File: config.mk
export PLATFORM = sky130hd
export DESIGN_NAME = multi_pattern_command_matcher
export DESIGN_NICKNAME = d
export VERILOG_FILES = /design/src/rtl/mpcm_pkg.sv /design/src/rtl/mpcm_slot.sv /design/src/rtl/multi_pattern_command_matcher.sv
export SDC_FILE = /design/constraint.sdc
export NUM_CORES = 2
export LEC_CHECK = 0
export ABC_AREA = 1
export BUFFER_PORTS_ARGS = -buffer_cell sky130_fd_sc_hd__buf_4
export CORE_ASPECT_RATIO = 1.4
export CORE_MARGIN = 2
export CORE_UTILIZATION = 45
export DETAILED_ROUTE_END_ITERATION = 7
export PLACE_DENSITY = 0.69
export SYNTH_ARGS = -nofsm -noshare
export SYNTH_HDL_FRONTEND = slang
export SYNTH_SLANG_ARGS = --single-unit
File: constraint.sdc
create_clock -name clk -period 9.3 [get_ports clk]
set_clock_uncertainty 0.2 [all_clocks]
set_input_delay 1.86 -clock clk [delete_from_list [all_inputs] [get_ports clk]]
set_output_delay 1.86 -clock clk [all_outputs]
set_load 0.05 [all_outputs]
File: src/rtl/mpcm_pkg.sv
// Shared constants, codes and types of the multi-pattern command matcher.
package mpcm_pkg;

    // Pattern store geometry.
    localparam int NUM_PATTERNS = 8;
    localparam int PATTERN_LEN  = 16;
    localparam int POS_W        = $clog2(PATTERN_LEN);
    localparam int CNT_W        = $clog2(PATTERN_LEN + 1);

    // Special pattern characters.
    localparam logic [7:0] WILDCARD_CHAR = 8'h09;
    localparam logic [7:0] END_CHAR      = 8'h00;

    // Register reset values.
    localparam logic [3:0]  PATTERNS_RESET = 4'd8;
    localparam logic [31:0] TIMEOUT_RESET  = 32'd10000;
    localparam logic [15:0] MAX_LEN_RESET  = 16'd256;

    // Input word actions.
    localparam logic ACT_LOAD = 1'b0;
    localparam logic ACT_BYTE = 1'b1;

    // Result event codes.
    localparam logic [1:0] EV_NONE    = 2'd0;
    localparam logic [1:0] EV_CMD     = 2'd1;
    localparam logic [1:0] EV_PAYLOAD = 2'd2;

    // Configuration register indexes.
    localparam logic [1:0] CFG_PATTERNS = 2'd0;
    localparam logic [1:0] CFG_TIMEOUT  = 2'd1;
    localparam logic [1:0] CFG_MAX_LEN  = 2'd2;

    // Control shared by all pattern slots for one word.
    typedef struct packed {
        logic             step;     // a received byte is retired this cycle
        logic             match;    // the byte is matched against the patterns
        logic             zero;     // match counts are cleared for this byte
        logic [7:0]       rx;       // received byte
        logic [7:0]       last;     // last matched byte before this one
        logic [POS_W-1:0] wr_pos;   // pattern character position to load
        logic [7:0]       wr_char;  // pattern character to load
    } slot_ctl_t;

endpackage

File: src/rtl/mpcm_slot.sv
// One pattern slot: character row, per-position compare cells and match count.
module mpcm_slot (
    input  logic               clk,
    input  logic               rst_n,
    input  mpcm_pkg::slot_ctl_t ctl,
    input  logic               wr_en,
    input  logic               slot_en,
    input  logic               lower_hit,
    output logic               hit,
    output logic               done
);
    import mpcm_pkg::*;

    logic [7:0]             row_reg [PATTERN_LEN];
    logic [CNT_W-1:0]       cnt_reg;
    logic [CNT_W-1:0]       cnt_next;
    logic [CNT_W-1:0]       cnt_eff;
    logic [CNT_W-1:0]       cnt_inc;
    logic [PATTERN_LEN-1:0] char_ok;
    logic [PATTERN_LEN:0]   term;
    logic                   char_sel;
    logic                   restart;
    logic [7:0]             prev_char;

    // Pattern characters; contents are undefined until loaded.
    always_ff @(posedge clk)
    begin
        if (wr_en)
        begin
            row_reg[ctl.wr_pos] <= ctl.wr_char;
        end
    end

    // Every stored character is compared with the byte in its own cell.
    always_comb
    begin
        for (int p = 0; p < PATTERN_LEN; p++)
        begin
            char_ok[p] = (row_reg[p] == ctl.rx) || (row_reg[p] == WILDCARD_CHAR);
            term[p]    = (row_reg[p] == END_CHAR);
        end
        term[PATTERN_LEN] = 1'b1;
    end

    // Select the cell at the current count and decide the next count.
    always_comb
    begin
        cnt_eff   = ctl.zero ? '0 : cnt_reg;
        cnt_inc   = CNT_W'(cnt_eff + 1'b1);
        char_sel  = (cnt_eff < CNT_W'(PATTERN_LEN)) ? char_ok[cnt_eff[POS_W-1:0]] : 1'b0;
        hit       = slot_en && ctl.match && char_sel;
        done      = hit && ((cnt_inc <= CNT_W'(PATTERN_LEN)) ? term[cnt_inc] : 1'b1);
        // A match in a lower slot on this byte has already moved the last char.
        prev_char = lower_hit ? ctl.rx : ctl.last;
        restart   = (prev_char == row_reg[0]);
        if (ctl.match)
        begin
            if (hit)
            begin
                cnt_next = cnt_inc;
            end
            else if (restart)
            begin
                cnt_next = CNT_W'(1);
            end
            else
            begin
                cnt_next = '0;
            end
        end
        else
        begin
            cnt_next = cnt_eff;
        end
    end

    // Match count register.
    always_ff @(posedge clk or negedge rst_n)
    begin
        if (!rst_n)
        begin
            cnt_reg <= '0;
        end
        else if (ctl.step && slot_en)
        begin
            cnt_reg <= cnt_next;
        end
    end

endmodule

File: src/rtl/multi_pattern_command_matcher.sv
// Top level of the multi-pattern command matcher with payload hand-off.
//
//  Channel  Handshake              Carries
//  -------  ---------------------  ------------------------------------------------
//  input    in_valid / in_ready    action, pattern load fields, rx_byte, time_ms,
//                                  payload_end
//  output   out_valid / out_ready  event_res, command_id, payload fields, timed_out
//  config   cfg_we                 cfg_index, cfg_data (written at once, no read-back)
//
// A word is held in the input register and its result is registered in the output
// register, so one word per cycle is sustained while the output is not stalled; all
// slots compare the byte in parallel in a single pass.
// Reset clears the control state and counts and loads the configuration reset values;
// the pattern store is not cleared and must be loaded before use.
// A stalled result holds the output register; one more word is then taken into
// the input register, and pattern loads keep retiring during the stall.
module multi_pattern_command_matcher (
    input  logic        clk,
    input  logic        rst_n,
    input  logic        in_valid,
    output logic        in_ready,
    input  logic        action,
    input  logic [2:0]  pattern_slot,
    input  logic [3:0]  pattern_pos,
    input  logic [7:0]  pattern_char,
    input  logic [7:0]  rx_byte,
    input  logic [31:0] time_ms,
    input  logic        payload_end,
    output logic        out_valid,
    input  logic        out_ready,
    output logic [1:0]  event_res,
    output logic [2:0]  command_id,
    output logic [7:0]  payload_byte,
    output logic [15:0] payload_offset,
    output logic        payload_last,
    output logic        timed_out,
    input  logic        cfg_we,
    input  logic [1:0]  cfg_index,
    input  logic [31:0] cfg_data
);
    import mpcm_pkg::*;

    // Input register.
    logic        in_full_reg;
    logic        act_reg;
    logic [2:0]  slot_reg;
    logic [3:0]  pos_reg;
    logic [7:0]  pch_reg;
    logic [7:0]  rx_reg;
    logic [31:0] time_reg;
    logic        pend_reg;

    // Configuration registers.
    logic [3:0]  pin_reg;
    logic [31:0] timeout_reg;
    logic [15:0] max_len_reg;

    // Matcher state.
    logic        mode_reg, mode_next;
    logic [2:0]  active_reg, active_next;
    logic [15:0] pcount_reg, pcount_next;
    logic [31:0] tstart_reg, tstart_next;
    logic [7:0]  last_reg, last_next;

    // Output register.
    logic        out_valid_reg;
    logic [1:0]  ev_reg, ev_next;
    logic [2:0]  cmd_reg, cmd_next;
    logic [7:0]  pbyte_reg, pbyte_next;
    logic [15:0] poff_reg, poff_next;
    logic        plast_reg, plast_next;
    logic        tout_reg, tout_next;

    // Working signals.
    logic                    accept;
    logic                    advance;
    logic                    is_byte;
    logic                    byte_step;
    logic [31:0]             elapsed;
    logic                    timeout_hit;
    logic                    mode_eff;
    logic [16:0]             pay_next;
    logic                    pay_last;
    logic                    any_hit;
    logic                    any_done;
    logic [2:0]              top_id;
    slot_ctl_t               ctl;
    logic [NUM_PATTERNS-1:0] slot_en;
    logic [NUM_PATTERNS-1:0] wr_en;
    logic [NUM_PATTERNS-1:0] lower_hit;
    logic [NUM_PATTERNS-1:0] hit;
    logic [NUM_PATTERNS-1:0] done;

    // Handshake: a load always retires, a byte needs room in the output register.
    always_comb
    begin
        is_byte   = in_full_reg && (act_reg == ACT_BYTE);
        advance   = in_full_reg && ((act_reg == ACT_LOAD) || !out_valid_reg || out_ready);
        byte_step = advance && is_byte;
        in_ready  = !in_full_reg || advance;
        accept    = in_valid && in_ready;
    end

    // Timeout check and payload length check.
    always_comb
    begin
        elapsed     = time_reg - tstart_reg;
        timeout_hit = mode_reg && (elapsed >= timeout_reg);
        mode_eff    = mode_reg && !timeout_hit;
        pay_next    = {1'b0, pcount_reg} + 17'd1;
        pay_last    = pend_reg || (pay_next >= {1'b0, max_len_reg});
    end

    // Control word for the slots.
    always_comb
    begin
        ctl.step    = byte_step;
        ctl.match   = byte_step && !mode_eff;
        ctl.zero    = timeout_hit || (mode_eff && pay_last);
        ctl.rx      = rx_reg;
        ctl.last    = last_reg;
        ctl.wr_pos  = POS_W'(pos_reg);
        ctl.wr_char = pch_reg;
    end

    // Pattern slots, each with its enable, load strobe and lower-slot hit chain.
    for (genvar g = 0; g < NUM_PATTERNS; g++)
    begin : g_slot
        assign slot_en[g] = (g < int'(pin_reg));
        assign wr_en[g]   = advance && (act_reg == ACT_LOAD) && (int'(slot_reg) == g)
                            && (int'(pos_reg) < PATTERN_LEN);
        if (g == 0)
        begin : g_first
            assign lower_hit[g] = 1'b0;
        end
        else
        begin : g_rest
            assign lower_hit[g] = lower_hit[g-1] | hit[g-1];
        end

        mpcm_slot u_slot (
            .clk       (clk),
            .rst_n     (rst_n),
            .ctl       (ctl),
            .wr_en     (wr_en[g]),
            .slot_en   (slot_en[g]),
            .lower_hit (lower_hit[g]),
            .hit       (hit[g]),
            .done      (done[g])
        );
    end

    // The highest slot that completes becomes the active command.
    always_comb
    begin
        any_hit  = |hit;
        any_done = |done;
        top_id   = '0;
        for (int i = 0; i < NUM_PATTERNS; i++)
        begin
            if (done[i])
            begin
                top_id = 3'(i);
            end
        end
    end

    // Next matcher state and result word.
    always_comb
    begin
        mode_next   = mode_reg;
        active_next = active_reg;
        pcount_next = pcount_reg;
        tstart_next = tstart_reg;
        last_next   = last_reg;
        if (byte_step)
        begin
            if (!mode_reg || timeout_hit)
            begin
                tstart_next = time_reg;
            end
            if (mode_eff)
            begin
                pcount_next = pay_next[15:0];
                if (pay_last)
                begin
                    mode_next = 1'b0;
                end
            end
            else
            begin
                mode_next = 1'b0;
                if (any_hit)
                begin
                    last_next = rx_reg;
                end
                if (any_done)
                begin
                    mode_next   = 1'b1;
                    active_next = top_id;
                    pcount_next = '0;
                end
            end
        end

        if (mode_eff)
        begin
            ev_next  = EV_PAYLOAD;
            cmd_next = active_reg;
        end
        else if (any_done)
        begin
            ev_next  = EV_CMD;
            cmd_next = top_id;
        end
        else
        begin
            ev_next  = EV_NONE;
            cmd_next = '0;
        end
        pbyte_next = mode_eff ? rx_reg : 8'd0;
        poff_next  = mode_eff ? pcount_reg : 16'd0;
        plast_next = mode_eff && pay_last;
        tout_next  = timeout_hit;
    end

    // Input register.
    always_ff @(posedge clk or negedge rst_n)
    begin
        if (!rst_n)
        begin
            in_full_reg <= 1'b0;
        end
        else if (accept)
        begin
            in_full_reg <= 1'b1;
        end
        else if (advance)
        begin
            in_full_reg <= 1'b0;
        end
    end

    always_ff @(posedge clk)
    begin
        if (accept)
        begin
            act_reg  <= action;
            slot_reg <= pattern_slot;
            pos_reg  <= pattern_pos;
            pch_reg  <= pattern_char;
            rx_reg   <= rx_byte;
            time_reg <= time_ms;
            pend_reg <= payload_end;
        end
    end

    // Configuration registers.
    always_ff @(posedge clk or negedge rst_n)
    begin
        if (!rst_n)
        begin
            pin_reg     <= PATTERNS_RESET;
            timeout_reg <= TIMEOUT_RESET;
            max_len_reg <= MAX_LEN_RESET;
        end
        else if (cfg_we)
        begin
            case (cfg_index)
                CFG_PATTERNS: pin_reg     <= cfg_data[3:0];
                CFG_TIMEOUT:  timeout_reg <= cfg_data;
                CFG_MAX_LEN:  max_len_reg <= cfg_data[15:0];
                default:      ;
            endcase
        end
    end

    // Matcher state registers.
    always_ff @(posedge clk or negedge rst_n)
    begin
        if (!rst_n)
        begin
            mode_reg   <= 1'b0;
            active_reg <= '0;
            pcount_reg <= '0;
            tstart_reg <= '0;
            last_reg   <= '0;
        end
        else
        begin
            mode_reg   <= mode_next;
            active_reg <= active_next;
            pcount_reg <= pcount_next;
            tstart_reg <= tstart_next;
            last_reg   <= last_next;
        end
    end

    // Output register.
    always_ff @(posedge clk or negedge rst_n)
    begin
        if (!rst_n)
        begin
            out_valid_reg <= 1'b0;
        end
        else if (byte_step)
        begin
            out_valid_reg <= 1'b1;
        end
        else if (out_ready)
        begin
            out_valid_reg <= 1'b0;
        end
    end

    always_ff @(posedge clk)
    begin
        if (byte_step)
        begin
            ev_reg    <= ev_next;
            cmd_reg   <= cmd_next;
            pbyte_reg <= pbyte_next;
            poff_reg  <= poff_next;
            plast_reg <= plast_next;
            tout_reg  <= tout_next;
        end
    end

    assign out_valid      = out_valid_reg;
    assign event_res      = ev_reg;
    assign command_id     = cmd_reg;
    assign payload_byte   = pbyte_reg;
    assign payload_offset = poff_reg;
    assign payload_last   = plast_reg;
    assign timed_out      = tout_reg;

endmodule

==> impl_metrics.tcl <==
set metrics [dict create \
    status "finished, final reports clean" \
    p_int_mw 10.70 \
    ys_seq_area_share_pct 57.11 \
    cpPeakStageDelay_ps 390 \
    syn-cell-area_um2 65230 \
    synth_warnings 0 \
    sequentialPowerShare_pct 41.1 \
    pin_count 129 \
    numPortBuffers 128 \
    place_area_um2 68290 \
    syn_nets 6681 \
    clkSlewWorstSetupHoldPaths_ps 70 \
    cts_tree "built" \
    fp.dieArea_um2 148100 \
    p_comb_share_pct 29.1 \
    hold_end "active_reg[1]$_DFFE_PN0P_" \
    drt_iter0_markers 4834 \
    rrSetupSlack_ps 850 \
    period_needed_ps 8449 \
    post_drt_wl_per_cell_um 23.17 \
    async_reset_ff_share_pct 12.16 \
    p_switching_mw 5.670 \
    routed_wl_mm 199.2 \
    synth_edf_count 1112 \
    cts_made_buffers 117 \
    critPathRequiredTime_ps 9540 \
    largest_register_ff_count 1024 \
    ys.flop_type "edfxtp_1" \
    synth_area_leaders "edfxtp_1, nand2_1, dfrtp_1" \
    gp_congestion 0.9176 \
    powerDensity_nw_per_um2 226.7 \
    synth.most_common_cell "edfxtp_1" \
    power.leakage_nw 26.80 \
    synth_area_per_cell_um2 10.05 \
    vias 50044 \
    drv_cap 0 \
    total_power_mw 16.37 \
    clk_latency_ps 760 \
    max_freq_mhz 118.4 \
    min_path_cells 2 \
    cpMostUsedCell "nand2_1" \
    hold_buffers 0 \
    r2r_start "time_reg[0]$_DFFE_PP_" \
    hold_viol 0 \
    switching_share_pct 34.65 \
    tightest_slew_ps 1170 \
    cp_max_fo 10 \
    routed_via_density 5.821 \
    num_rows 165 \
    rr_endpoint "command_id[1]$_DFFE_PP_" \
    max_slew_margin_pct 21.79 \
    synthTopCellsByCount "edfxtp_1, nand2_1, nor2_1" \
    h-tree-depth 3 \
    stdcell_area_um2 72190 \
    crit_path_top_delay_cell "xor2_1" \
    area_growth_pct 10.67 \
    fin_crit_sh_pct 90.85 \
    grt_pass1_vias 49291 \
    die_w_um 325.8 \
    nets 6767 \
    setup_slack_ps 851.1 \
    min_from "active_reg[1]$_DFFE_PN0P_" \
    grt_usage_pct 26.37 \
    regArea_um2 37250 \
    critical_path.endpoint_type "flop" \
    finalSetupViolCount 0 \
    synth_cell_type_count 67 \
    cp-start-kind "flop" \
    place_ws_ps 631.3 \
    synth_top_area_share_pct 51.19 \
    worst_hold_path_type "flop to flop" \
    rr_worst_depth 44 \
    netlist_instances 6488 \
    drive_gt1_share_pct 8.692 \
    cts_max_path_buffers 3 \
    drc 0 \
    grt-ovfl-total 0 \
    antenna_found_initial 8 \
    synth_largest_area_cell "edfxtp_1" \
    postRouteAntennaNets 0 \
    clock_sinks 1266 \
    initial_core_util_pct 45.27 \
    cts-root-buf "clkbuf_16" \
    setup_tns_ps 0 \
    ys_ff_latch 1266 \
    grt_pass1_wl_mm 294.7 \
    dpl.hpwl_mm 119.2 \
    core_area_um2 144100 \
    die_y_um 454.5 \
    critPathKind "flop to flop" \
    postLayoutCoreUtil_pct 50.10 \
    rsz0062_at_grt "false" \
    multi_input_area_um2 24710 \
    worst_ir_drop_vdd_mv 0.1518 \
    maxSlewViolCount 0 \
    nFillCells 12810 \
    clkPwrFrac_pct 29.8 \
    arrival_ps 8690 \
    drtPass1Iterations 8 \
    grt_max_degree 129 \
]
critical path, delay by kind of cell (launching register included):
kind | cells | cell delay [ps]
buffers and inverters | 6 | 680
AND/OR/NAND/NOR | 20 | 2910
XOR/XNOR | 2 | 540
flip-flops | 1 | 360
AO/OA/AOI/OAI | 13 | 2650
adder cells (fa/ha/maj) | 3 | 800
placed cells by master (no fill, tap or decap), drive strengths merged, types with 7 or more instances in the layout:
cell and instances:
o41ai 11, dfrtp 147, ha 96, xnor2 331
xor2 332, o21ai 216, o221ai 12, nor4 149
nor3b 11, a31oi 32, dfstp 7, a221oi 25
clkbuf 139, bufinv 12, edfxtp 1112, nand2 1074
nor3 159, o21a 10, buf 210, nand3 481
nor2 736, o211ai 29, or2 133, o2111ai 35
a41oi 26, inv 590, a21oi 130, o22ai 54
clkinv 61, nand4 209, o31ai 48
power by group through the flow:
| stage | logic [mW] | clock network, mW | registers (mW) |
|---|---|---|---|
| 2_1_floorplan | 3.24 | 0 | 6.80 |
| 3_3_place_gp | 4.62 | 0 | 6.83 |
| 3_5_place_dp | 4.68 | 0 | 6.84 |
| 4_1_cts | 4.71 | 4.92 | 6.72 |
| 5_1_grt | 5.28 | 5.15 | 6.75 |
| 6_report | 4.77 | 4.87 | 6.73 |
cell type report:
cell class                 count  area share [%]
clock inverter                79           1.010
sequential                  1266           51.61
inverter                     588           3.078
timing repair buffer         210           2.420
multi-input combinational   4391           34.22
antenna                        4         0.01387
clock buffer                 139           4.318
tap                         1920           3.328
timing repair:
item,CTS,global route
buffers inserted,0,0
endpoints found under the setup margin,0,33
resized for setup,0,9
how the worst max path moves through the flow:
stage                                    startpoint                    endpoint  slack [ps]  cells after the start
after floorplan               time_reg[0]$_DFFE_PP_        mode_reg$_DFFE_PN0P_        2530                     48
after global placement        time_reg[0]$_DFFE_PP_   pcount_reg[0]$_DFFE_PN0P_         660                     48
after detailed placement  tstart_reg[0]$_DFFE_PN0P_  pcount_reg[15]$_DFFE_PN0P_         630                     46
after CTS                 tstart_reg[0]$_DFFE_PN0P_   pcount_reg[3]$_DFFE_PN0P_         510                     46
after global routing          time_reg[0]$_DFFE_PP_  pcount_reg[15]$_DFFE_PN0P_           9                     47
final                         time_reg[0]$_DFFE_PP_     command_id[1]$_DFFE_PP_         850                     44
metal layers:
| metal | share of wire [%] | up-vias | track usage [%] | routed length (µm) |
|---|---|---|---|---|
| met5 | 0.011 | - | 0 | 21 |
| met1 | 36 | 24427 | 30.61 | 72690 |
| li1 | - | 22720 | - | - |
| met2 | 49 | 2324 | 46.23 | 98500 |
| met3 | 8.2 | 569 | 4.156 | 16300 |
| met4 | 5.9 | 4 | 15.34 | 11680 |
through the flow:
stage                     cells  hold WS (ps)
final                      8597         275.6
after global routing       8594         295.7
after CTS                  8593         273.9
after detailed placement   8375         258.6
after global placement     8375         255.0
after floorplan            6488         242.2
kinds of logic (layout without fill, tap and decap cells):
group / count (synthesis) / in the layout / share of synthesized area, %
xor+xnor: 663 / 663 / 8.902
flops: 1266 / 1266 / 57.11
compound gates: 663 / 663 / 6.391
other cells: 0 / 4 / 0
fa+ha+maj: 97 / 97 / 1.872
simple gates: 2968 / 2968 / 20.61
buf+inv: 831 / 1016 / 5.110
Note: power is estimated with default switching activity, not from simulation.
